===== src/mopu_pkg.sv =====
package mopu_pkg;

    // Store geometry
    localparam int MAX_VECTORS      = 16;
    localparam int MAX_VECTOR_WORDS = 4;
    localparam int DATA_W           = 64;
    localparam int SLOT_W           = $clog2(MAX_VECTORS);
    localparam int WIDX_W           = $clog2(MAX_VECTOR_WORDS);
    localparam int ADDR_W           = SLOT_W + WIDX_W;
    localparam int CNT_W            = $clog2(MAX_VECTORS + 1);
    localparam int LEN_W            = $clog2(MAX_VECTOR_WORDS + 1);
    localparam int POP_W            = $clog2(DATA_W + 1);

    // Field widths
    localparam int CFG_W            = 3;
    localparam int COMMON_W         = 9;
    localparam int WEIGHT_W         = 9;
    localparam int SUM_W            = 10;
    localparam int IDX_W            = 4;
    localparam int OUT_TDATA_W      = 24;
    localparam int OUT_PAD_W        = OUT_TDATA_W - COMMON_W - 2 * IDX_W - 1;

    localparam logic [CFG_W-1:0] VECTOR_WORDS_RESET = CFG_W'(MAX_VECTOR_WORDS);

    // Word write into the vector store
    typedef struct packed {
        logic              en;
        logic [ADDR_W-1:0] addr;
        logic [DATA_W-1:0] data;
    } word_wr_t;

    // Per-slot length and weight, written when a vector closes
    typedef struct packed {
        logic                en;
        logic [SLOT_W-1:0]   slot;
        logic [LEN_W-1:0]    len;
        logic [WEIGHT_W-1:0] weight;
    } slot_wr_t;

    // One word step of the pair search
    typedef struct packed {
        logic              valid;
        logic [SLOT_W-1:0] i;
        logic [SLOT_W-1:0] j;
        logic [WIDX_W-1:0] w;
        logic              first;
        logic              last;
    } pair_cmd_t;

    // Best pair found so far
    typedef struct packed {
        logic [COMMON_W-1:0] common;
        logic [SLOT_W-1:0]   first;
        logic [SLOT_W-1:0]   second;
        logic [WEIGHT_W-1:0] first_weight;
    } best_t;

    // Popcount of one word, byte counts then a short sum
    function automatic logic [POP_W-1:0] pop64(input logic [DATA_W-1:0] x);
        logic [POP_W-1:0] total;
        logic [3:0]       part;
        total = '0;
        for (int b = 0; b < DATA_W / 8; b++)
        begin
            part = '0;
            for (int k = 0; k < 8; k++)
            begin
                part = part + 4'(x[8 * b + k]);
            end
            total = total + POP_W'(part);
        end
        return total;
    endfunction

    // Clamp the word-count register into 1..MAX_VECTOR_WORDS
    function automatic logic [LEN_W-1:0] words_in_use(input logic [CFG_W-1:0] v);
        logic [LEN_W-1:0] r;
        if (v == '0)
            r = LEN_W'(1);
        else if (v > CFG_W'(MAX_VECTOR_WORDS))
            r = LEN_W'(MAX_VECTOR_WORDS);
        else
            r = LEN_W'(v);
        return r;
    endfunction

endpackage


===== src/max_overlap_vector_pair_unit.sv =====
// Channel    | Ports                              | Carries
// -----------+------------------------------------+-------------------------------------------
// cfg        | cfg_we, cfg_wdata[2:0]             | vector_words
// vector in  | s_tvalid/s_tready, s_tdata, s_tlast| data_word; last_vector on tlast
// result out | m_tvalid/m_tready, m_tdata[23:0]   | common_ones, first_index, second_index,
//            |                                    | overflow
//
// Loading takes words while s_tready is high; a stored vector's closing word then goes through a
// close state that writes its weight. The search steps vw words for each of n*(n-1)/2 pairs of n
// stored vectors, one word pair per cycle through the dual-read store and popcount unit.
// Reset is asynchronous; the vector store is not cleared, written lengths mask stale words.
// A finished result waits in the output register while the next set loads; a search only
// ends once that register is free.
module max_overlap_vector_pair_unit
    import mopu_pkg::*;
(
    input  logic                   clk,
    input  logic                   rst_n,
    input  logic                   cfg_we,
    input  logic [CFG_W-1:0]       cfg_wdata,    // vector_words
    input  logic                   s_tvalid,
    output logic                   s_tready,
    input  logic [DATA_W-1:0]      s_tdata,      // [63:0] data_word
    input  logic                   s_tlast,      // last_vector
    output logic                   m_tvalid,
    input  logic                   m_tready,
    output logic [OUT_TDATA_W-1:0] m_tdata       // [8:0] common_ones, [12:9] first_index,
                                                 // [16:13] second_index, [17] overflow
);

    typedef enum logic [1:0] {ST_LOAD, ST_CLOSE, ST_SEARCH, ST_DRAIN} state_t;

    state_t              state_reg, state_next;
    logic [CFG_W-1:0]    vw_cfg_reg;
    logic [WIDX_W-1:0]   word_cnt_reg, word_cnt_next;
    logic [CNT_W-1:0]    vec_cnt_reg, vec_cnt_next;
    logic                ovf_reg, ovf_next;
    logic                last_pend_reg, last_pend_next;
    logic [SLOT_W-1:0]   i_reg, i_next;
    logic [SLOT_W-1:0]   j_reg, j_next;
    logic [WIDX_W-1:0]   w_reg, w_next;
    logic                out_valid_reg, out_valid_next;
    logic [COMMON_W-1:0] out_common_reg, out_common_next;
    logic [IDX_W-1:0]    out_first_reg, out_first_next;
    logic [IDX_W-1:0]    out_second_reg, out_second_next;
    logic                out_ovf_reg, out_ovf_next;
    logic [LEN_W-1:0]    len_reg, len_next;
    logic [POP_W-1:0]    pc_reg [MAX_VECTOR_WORDS];
    logic [POP_W-1:0]    pc_next [MAX_VECTOR_WORDS];

    logic [LEN_W-1:0]    vw;
    logic [WIDX_W-1:0]   vw_last;
    logic                accept;
    logic                room;
    logic [POP_W-1:0]    word_pop;
    logic [LEN_W-1:0]    wc_inc;
    logic                close_vec;
    logic [CNT_W-1:0]    vec_cnt_inc;
    logic [WEIGHT_W-1:0] close_weight;
    logic                swap;
    logic                out_free;

    word_wr_t            word_wr;
    slot_wr_t            slot_wr;
    pair_cmd_t           cmd;
    best_t               best;
    logic                busy;
    logic                clear_best;

    // Shared overlap datapath
    mopu_pair_unit u_pair
    (
        .clk        (clk),
        .rst_n      (rst_n),
        .word_wr    (word_wr),
        .slot_wr    (slot_wr),
        .clear_best (clear_best),
        .cmd        (cmd),
        .best       (best),
        .busy       (busy)
    );

    // Configuration register
    always_ff @(posedge clk or negedge rst_n)
    begin
        if (!rst_n)
            vw_cfg_reg <= VECTOR_WORDS_RESET;
        else if (cfg_we)
            vw_cfg_reg <= cfg_wdata;
    end

    // Handshake and load-side terms
    assign vw          = words_in_use(vw_cfg_reg);
    assign vw_last     = WIDX_W'(vw - LEN_W'(1));
    assign s_tready    = (state_reg == ST_LOAD);
    assign accept      = s_tvalid && s_tready;
    assign room        = (vec_cnt_reg < CNT_W'(MAX_VECTORS));
    assign word_pop    = pop64(s_tdata);
    assign wc_inc      = LEN_W'(word_cnt_reg) + LEN_W'(1);
    assign close_vec   = (wc_inc >= vw) || s_tlast;
    assign vec_cnt_inc = vec_cnt_reg + CNT_W'(1);
    assign swap        = (best.first_weight == '0);
    assign out_free    = !out_valid_reg || m_tready;
    assign clear_best  = accept && s_tlast;

    // Weight of the closing vector from its per-word counts
    always_comb
    begin
        close_weight = '0;
        for (int k = 0; k < MAX_VECTOR_WORDS; k++)
        begin
            if (LEN_W'(k) < vw)
                close_weight = close_weight + WEIGHT_W'(pc_reg[k]);
        end
    end

    // Store writes and search steps
    always_comb
    begin
        word_wr.en     = accept && room;
        word_wr.addr   = {vec_cnt_reg[SLOT_W-1:0], word_cnt_reg};
        word_wr.data   = s_tdata;
        slot_wr.en     = (state_reg == ST_CLOSE);
        slot_wr.slot   = vec_cnt_reg[SLOT_W-1:0];
        slot_wr.len    = len_reg;
        slot_wr.weight = close_weight;
        cmd.valid      = (state_reg == ST_SEARCH);
        cmd.i          = i_reg;
        cmd.j          = j_reg;
        cmd.w          = w_reg;
        cmd.first      = (w_reg == '0);
        cmd.last       = (w_reg == vw_last);
    end

    // Sequencer
    always_comb
    begin
        state_next      = state_reg;
        word_cnt_next   = word_cnt_reg;
        vec_cnt_next    = vec_cnt_reg;
        ovf_next        = ovf_reg;
        last_pend_next  = last_pend_reg;
        i_next          = i_reg;
        j_next          = j_reg;
        w_next          = w_reg;
        out_valid_next  = out_valid_reg;
        out_common_next = out_common_reg;
        out_first_next  = out_first_reg;
        out_second_next = out_second_reg;
        out_ovf_next    = out_ovf_reg;
        len_next        = len_reg;
        for (int k = 0; k < MAX_VECTOR_WORDS; k++)
        begin
            pc_next[k] = pc_reg[k];
        end

        if (out_valid_reg && m_tready)
            out_valid_next = 1'b0;

        case (state_reg)
            ST_LOAD:
            begin
                if (accept)
                begin
                    if ((word_cnt_reg == '0) && !room)
                        ovf_next = 1'b1;
                    // a new vector starts with zero counts for its other words
                    for (int k = 0; k < MAX_VECTOR_WORDS; k++)
                    begin
                        if (WIDX_W'(k) == word_cnt_reg)
                            pc_next[k] = word_pop;
                        else if (word_cnt_reg == '0)
                            pc_next[k] = '0;
                    end
                    if (close_vec)
                    begin
                        word_cnt_next = '0;
                        if (room)
                        begin
                            state_next     = ST_CLOSE;
                            len_next       = wc_inc;
                            last_pend_next = s_tlast;
                        end
                        else if (s_tlast)
                        begin
                            state_next = ST_SEARCH;
                            i_next     = '0;
                            j_next     = SLOT_W'(1);
                            w_next     = '0;
                        end
                    end
                    else
                    begin
                        word_cnt_next = WIDX_W'(wc_inc);
                    end
                end
            end

            ST_CLOSE:
            begin
                vec_cnt_next = vec_cnt_inc;
                if (!last_pend_reg)
                    state_next = ST_LOAD;
                else if (vec_cnt_inc < CNT_W'(2))
                    state_next = ST_DRAIN;
                else
                begin
                    state_next = ST_SEARCH;
                    i_next     = '0;
                    j_next     = SLOT_W'(1);
                    w_next     = '0;
                end
            end

            ST_SEARCH:
            begin
                if (w_reg == vw_last)
                begin
                    w_next = '0;
                    if (CNT_W'(j_reg) == vec_cnt_reg - CNT_W'(1))
                    begin
                        if (CNT_W'(i_reg) + CNT_W'(2) >= vec_cnt_reg)
                            state_next = ST_DRAIN;
                        else
                        begin
                            i_next = i_reg + SLOT_W'(1);
                            j_next = i_reg + SLOT_W'(2);
                        end
                    end
                    else
                    begin
                        j_next = j_reg + SLOT_W'(1);
                    end
                end
                else
                begin
                    w_next = w_reg + WIDX_W'(1);
                end
            end

            ST_DRAIN:
            begin
                if (!busy && out_free)
                begin
                    out_valid_next  = 1'b1;
                    out_common_next = best.common;
                    out_first_next  = swap ? best.second : best.first;
                    out_second_next = swap ? best.first : best.second;
                    out_ovf_next    = ovf_reg;
                    vec_cnt_next    = '0;
                    ovf_next        = 1'b0;
                    state_next      = ST_LOAD;
                end
            end

            default:
            begin
                state_next = ST_LOAD;
            end
        endcase
    end

    // State, control and result registers
    always_ff @(posedge clk or negedge rst_n)
    begin
        if (!rst_n)
        begin
            state_reg      <= ST_LOAD;
            word_cnt_reg   <= '0;
            vec_cnt_reg    <= '0;
            ovf_reg        <= 1'b0;
            last_pend_reg  <= 1'b0;
            i_reg          <= '0;
            j_reg          <= '0;
            w_reg          <= '0;
            out_valid_reg  <= 1'b0;
            out_common_reg <= '0;
            out_first_reg  <= '0;
            out_second_reg <= '0;
            out_ovf_reg    <= 1'b0;
        end
        else
        begin
            state_reg      <= state_next;
            word_cnt_reg   <= word_cnt_next;
            vec_cnt_reg    <= vec_cnt_next;
            ovf_reg        <= ovf_next;
            last_pend_reg  <= last_pend_next;
            i_reg          <= i_next;
            j_reg          <= j_next;
            w_reg          <= w_next;
            out_valid_reg  <= out_valid_next;
            out_common_reg <= out_common_next;
            out_first_reg  <= out_first_next;
            out_second_reg <= out_second_next;
            out_ovf_reg    <= out_ovf_next;
        end
    end

    // Closing-vector length and per-word counts
    always_ff @(posedge clk)
    begin
        len_reg <= len_next;
        for (int k = 0; k < MAX_VECTOR_WORDS; k++)
        begin
            pc_reg[k] <= pc_next[k];
        end
    end

    assign m_tvalid = out_valid_reg;
    assign m_tdata  = {{OUT_PAD_W{1'b0}}, out_ovf_reg, out_second_reg, out_first_reg,
                       out_common_reg};

endmodule


===== src/mopu_pair_unit.sv =====
module mopu_pair_unit
    import mopu_pkg::*;
(
    input  logic      clk,
    input  logic      rst_n,
    input  word_wr_t  word_wr,
    input  slot_wr_t  slot_wr,
    input  logic      clear_best,
    input  pair_cmd_t cmd,
    output best_t     best,
    output logic      busy
);

    // Vector store and per-slot info
    logic [DATA_W-1:0]   word_mem   [MAX_VECTORS * MAX_VECTOR_WORDS];
    logic [LEN_W-1:0]    len_mem    [MAX_VECTORS];
    logic [WEIGHT_W-1:0] weight_mem [MAX_VECTORS];

    // Read stage
    logic [DATA_W-1:0]   rd_a_reg;
    logic [DATA_W-1:0]   rd_b_reg;
    logic [LEN_W-1:0]    len_a_reg;
    logic [LEN_W-1:0]    len_b_reg;
    logic [WEIGHT_W-1:0] wt_a_reg;
    logic [WEIGHT_W-1:0] wt_b_reg;
    pair_cmd_t           s1_reg;

    // Accumulate stage
    logic [COMMON_W-1:0] acc_reg;
    logic [COMMON_W-1:0] acc_next;
    logic [POP_W-1:0]    word_pop;
    logic                word_live;
    logic                s2_valid_reg;
    logic [COMMON_W-1:0] c_reg;
    logic [SUM_W-1:0]    sum_reg;
    logic [WEIGHT_W-1:0] wfirst_reg;
    logic [SLOT_W-1:0]   i_reg;
    logic [SLOT_W-1:0]   j_reg;

    // Compare stage
    best_t               best_reg;
    logic [SUM_W-1:0]    best_sum_reg;
    logic                better;

    // Store writes and two-port registered reads
    always_ff @(posedge clk)
    begin
        if (word_wr.en)
        begin
            word_mem[word_wr.addr] <= word_wr.data;
        end
        if (slot_wr.en)
        begin
            len_mem[slot_wr.slot]    <= slot_wr.len;
            weight_mem[slot_wr.slot] <= slot_wr.weight;
        end
        rd_a_reg  <= word_mem[{cmd.i, cmd.w}];
        rd_b_reg  <= word_mem[{cmd.j, cmd.w}];
        len_a_reg <= len_mem[cmd.i];
        len_b_reg <= len_mem[cmd.j];
        wt_a_reg  <= weight_mem[cmd.i];
        wt_b_reg  <= weight_mem[cmd.j];
    end

    // Words past a slot's written length read as zero
    assign word_live = (LEN_W'(s1_reg.w) < len_a_reg) && (LEN_W'(s1_reg.w) < len_b_reg);
    assign word_pop  = word_live ? pop64(rd_a_reg & rd_b_reg) : '0;
    assign acc_next  = (s1_reg.first ? '0 : acc_reg) + COMMON_W'(word_pop);

    // Strictly more common ones, or a heavier pair while nothing overlaps
    assign better = s2_valid_reg &&
                    ((c_reg > best_reg.common) ||
                     ((c_reg == best_reg.common) && (best_reg.common == '0) &&
                      (sum_reg > best_sum_reg)));

    // Control of the stages
    always_ff @(posedge clk or negedge rst_n)
    begin
        if (!rst_n)
        begin
            s1_reg       <= '0;
            s2_valid_reg <= 1'b0;
            best_reg     <= '0;
            best_sum_reg <= '0;
        end
        else
        begin
            s1_reg       <= cmd;
            s2_valid_reg <= s1_reg.valid && s1_reg.last;
            if (clear_best)
            begin
                best_reg     <= '0;
                best_sum_reg <= '0;
            end
            else if (better)
            begin
                best_reg.common       <= c_reg;
                best_reg.first        <= i_reg;
                best_reg.second       <= j_reg;
                best_reg.first_weight <= wfirst_reg;
                best_sum_reg          <= sum_reg;
            end
        end
    end

    // Pair payload
    always_ff @(posedge clk)
    begin
        if (s1_reg.valid)
        begin
            acc_reg    <= acc_next;
            c_reg      <= acc_next;
            sum_reg    <= SUM_W'(wt_a_reg) + SUM_W'(wt_b_reg);
            wfirst_reg <= wt_a_reg;
            i_reg      <= s1_reg.i;
            j_reg      <= s1_reg.j;
        end
    end

    assign best = best_reg;
    assign busy = s1_reg.valid || s2_valid_reg;

endmodule


===== config.mk =====
export PLATFORM = sky130hd
export DESIGN_NAME = max_overlap_vector_pair_unit
export DESIGN_NICKNAME = d
export VERILOG_FILES = /design/src/mopu_pkg.sv /design/src/max_overlap_vector_pair_unit.sv /design/src/mopu_pair_unit.sv
export SDC_FILE = /design/constraint.sdc
export NUM_CORES = 2
export LEC_CHECK = 0
export ABC_AREA = 0
export BUFFER_PORTS_ARGS = -buffer_cell sky130_fd_sc_hd__buf_2
export CAP_MARGIN = 20
export CORE_MARGIN = 3
export CORE_UTILIZATION = 60
export CTS_CLUSTER_SIZE = 24
export DETAILED_ROUTE_END_ITERATION = 10
export PLACE_DENSITY = 0.76
export SLEW_MARGIN = 20
export SYNTH_ARGS = -nofsm -noshare
export SYNTH_HDL_FRONTEND = slang
export SYNTH_MEMORY_MAX_BITS = 65536
export SYNTH_SLANG_ARGS = --single-unit

===== constraint.sdc =====
create_clock -name clk -period 21.6 [get_ports clk]
set_input_delay 1.08 -clock clk [delete_from_list [all_inputs] [get_ports clk]]
set_output_delay 1.08 -clock clk [all_outputs]
set_load 0.02 [all_outputs]

==> results.sh <==
export IMPL_dp_cells=12750
export IMPL_worst_setup_path_type="reg2reg"
export IMPL_area_growth_syn_to_layout_pct=11.45
export IMPL_cts_tree="built"
export IMPL_maxCapViolCount=0
export IMPL_dr_pass1_iters=9
export IMPL_cts_clk_slew_worst_paths_ps=70
export IMPL_outcome="finished, final reports clean"
export IMPL_final_setup_tns_ps=0
export IMPL_clock_insertion_delay_worst_skew_ps=1010
export IMPL_layout_drive_gt1_share=0.2867
export IMPL_share_of_async_settable_or_async_resettable_flops_after_synthesis=0.02022
export IMPL_level_count_of_the_clock_h_tree=5
export IMPL_cts_resized_gates=0
export IMPL_cts_root_buffer_cell="clkbuf_16"
export IMPL_crit_path_max_incr_delay_ps=540
export IMPL_report_final_setup_viol=0
export IMPL_synth_distinct_cells=68
export IMPL_synth_area_top_cells="edfxtp_1 (70%), mux4_2 (19%), dfxtp_1 (1.6%), dfrtp_1 (1.2%), fa_1 (1.2%)"
export IMPL_dpl_hpwl_um=293400
export IMPL_ff2ff_setup_slack_ps=13520
export IMPL_worst_endpoint_arrival_ps=8830
export IMPL_synth_top_area_share=0.6975
export IMPL_timing_critical_path_from_type="flip-flop"
export IMPL_maximum_number_of_pins_on_one_net_before_global_route_repair=141
export IMPL_route_detailed_drc=0
export IMPL_timing_max_transition_violations_final=0
export IMPL_finalCritPeriodShare=0.3739
export IMPL_grt_setup_unrepaired="false"
export IMPL_regArea_um2=136200
export IMPL_powerDensity_nw_per_um2=152.2
export IMPL_synth_area_leader_cell="edfxtp_1"
export IMPL_detail_route_vias_per_cell=7.442
export IMPL_power_ir_vdd_worst_mv=1.166
export IMPL_placementRows=204
export IMPL_finalWirelength_um=562800
export IMPL_tritoncts_num_sinks=4600
export IMPL_reg2reg_depth=32
export IMPL_die_width_um=565.0
export IMPL_num_fill_cells=18620
export IMPL_post_cts_setup_inserts=0
export IMPL_worst_r2r_endpoint="u_pair.acc_reg[8]$_DFFE_PP_"
export IMPL_max_flop_register="u_pair.word_mem"
export IMPL_post_synth_inst_count=8753
export IMPL_cts_buffers_inserted=445
export IMPL_worst_path_most_repeated_cell="fa_1"
export IMPL_synth_yosys_seq_area_share=0.7261
export IMPL_cp_slowest_cell="fa_1"
export IMPL_power_leakage_nw=66.65
export IMPL_initial_utilization=0.6051
export IMPL_max_buffers_root_to_sink=4
export IMPL_buffer_ports_inserted=92
export IMPL_place_gp_congestion=0.9017
export IMPL_post_route_min_period_ps=8077
export IMPL_synthesis_area_um2=187500
export IMPL_yosys_cell_count_top_type="edfxtp_1"
export IMPL_grt_pass1_wl_um=782000
export IMPL_fmax_mhz=123.8
export IMPL_final_hold_worst_slack_ps=101.3
export IMPL_crit_fanout=2
export IMPL_fp_coreArea_um2=309900
export IMPL_reg_top3="u_pair.word_mem (4096), u_pair.weight_mem (144)"
export IMPL_num_nets_final=9398
export IMPL_placed_cell_area_um2=193900
export IMPL_design_die_area_um2=319200
export IMPL_number_of_global_route_vias_before_repair=99840
export IMPL_element_type_at_the_critical_path_end="flip-flop"
export IMPL_postSynth_topFlopCell="edfxtp_1"
export IMPL_maxSlewHeadroom=0.1445
export IMPL_synth_warnings=0
export IMPL_post_drt_wl_per_cell_um=41.33
export IMPL_postSynthAreaPerCell_um2=21.42
export IMPL_globalRouteOverflowTotal=0
export IMPL_antenna_violations_before_repair=44
export IMPL_postRouteAntennaNets=0
export IMPL_ys_top_cells_by_count="edfxtp_1 (4,355), mux4_2 (1,592), nor2_1 (572), clkbuf_1 (265), nand2_1 (247)"
export IMPL_post_synth_edffs=4355
export IMPL_chipHeight_um=565.0
export IMPL_slew_at_the_pin_with_the_worst_max_slew_slack_ps=1283
export IMPL_worstHoldPathType="in2async"
export IMPL_largest_reg_flops=4096
export IMPL_grt_total_usage=0.3549
export IMPL_ioPinCount=99
export IMPL_synth_seq_cells=4600
export IMPL_fin_cells=13620
export IMPL_final_design_area_no_fill_um2=209000
export IMPL_finalHoldViolations=0
export IMPL_vias_post_dr=101300
export IMPL_worst_clock_skew_ps=79.03
export IMPL_count_of_hold_fix_buffers_inserted_at_cts=0
export IMPL_crit_reg2reg_launch="u_pair.rd_a_reg[0]$_DFF_P_"
export IMPL_drt_iter0_drc=19550
export IMPL_multi_input_comb_area_um2=49050
export IMPL_critical_path_required_ps=22350
[worst max-delay path, delay by kind of cell, from the launching register on]
kind,cells,cell delay (ps)
AO/OA/AOI/OAI,7,1060
adder cells (fa/ha/maj),12,5020
XOR/XNOR,3,750
buffers and inverters,7,420
AND/OR/NAND/NOR,3,260
flip-flops,1,300
[report_power, final]
part | internal (mW) | switching [mW] | total [mW] | leakage [nW]
combinational | 5.73 | 7.26 | 13.0 | 17.8
sequential | 10.7 | 0.258 | 10.9 | 41.7
clock | 4.46 | 3.44 | 7.90 | 7.20
total | 20.9 | 11.0 | 31.8 | 66.7
[cell usage in the layout, fill, tap and decap left out, types with 128 or more instances in the layout]
| cell | count |
|---|---|
| edfxtp_1 | 4355 |
| mux4_2 | 1592 |
| nor2_1 | 494 |
| clkbuf_16 | 457 |
| buf_4 | 262 |
| nand2_1 | 245 |
| inv_1 | 211 |
| dfxtp_1 | 152 |
| ha_1 | 133 |
| a22oi_1 | 128 |
[final cells by class]
class / instances / area share
antenna: 30 / 0.0003593
sequential: 4600 / 0.6517
clock inverter: 261 / 0.01345
multi-input combinational: 3449 / 0.2347
tap: 4120 / 0.02467
timing repair buffer: 372 / 0.01357
inverter: 214 / 0.003916
clock buffer: 571 / 0.05759
[kinds of logic after synthesis]
group           after synthesis  synth area share
simple gates               1047           0.02336
compound gates              455           0.01741
other cells                   1        0.00002000
mux                        1648            0.1943
xor+xnor                     50          0.002336
flops                      4600            0.7261
fa+ha+maj                   243           0.02062
buf+inv                     709           0.01584
[per-layer routing]
layer / part of all wire / GRT usage
met4: 0.065 / 0.1889
met3: 0.15 / 0.1020
met5: 0.00023 / 0
met2: 0.46 / 0.5344
met1: 0.33 / 0.4785
[stage by stage]
step	utilization	setup WS, ps	total power [mW]
finish	0.6743	13520	31.81
global route	0.6742	13280	33.25
CTS	0.6737	13560	31.60
detailed placement	0.6258	13580	23.70
global placement	0.6255	13620	23.51
floorplan	-	14310	20.28
[worst max-delay path by stage]
stage                               startpoint  depth (start not counted)  slack (ps)                     endpoint
CTS                 u_pair.rd_a_reg[0]$_DFF_P_                         32       13560  u_pair.acc_reg[8]$_DFFE_PP_
global placement    u_pair.rd_a_reg[1]$_DFF_P_                         32       13620  u_pair.acc_reg[8]$_DFFE_PP_
finish              u_pair.rd_a_reg[0]$_DFF_P_                         32       13520  u_pair.acc_reg[8]$_DFFE_PP_
global route        u_pair.rd_a_reg[0]$_DFF_P_                         34       13280  u_pair.acc_reg[8]$_DFFE_PP_
floorplan           u_pair.rd_a_reg[1]$_DFF_P_                         34       14310  u_pair.acc_reg[8]$_DFFE_PP_
detailed placement                 s_tdata[43]                         22       13580   pc_reg[1][6]$_SDFFCE_PP0P_
No activity file was read; power rests on OpenSTA's default activity.
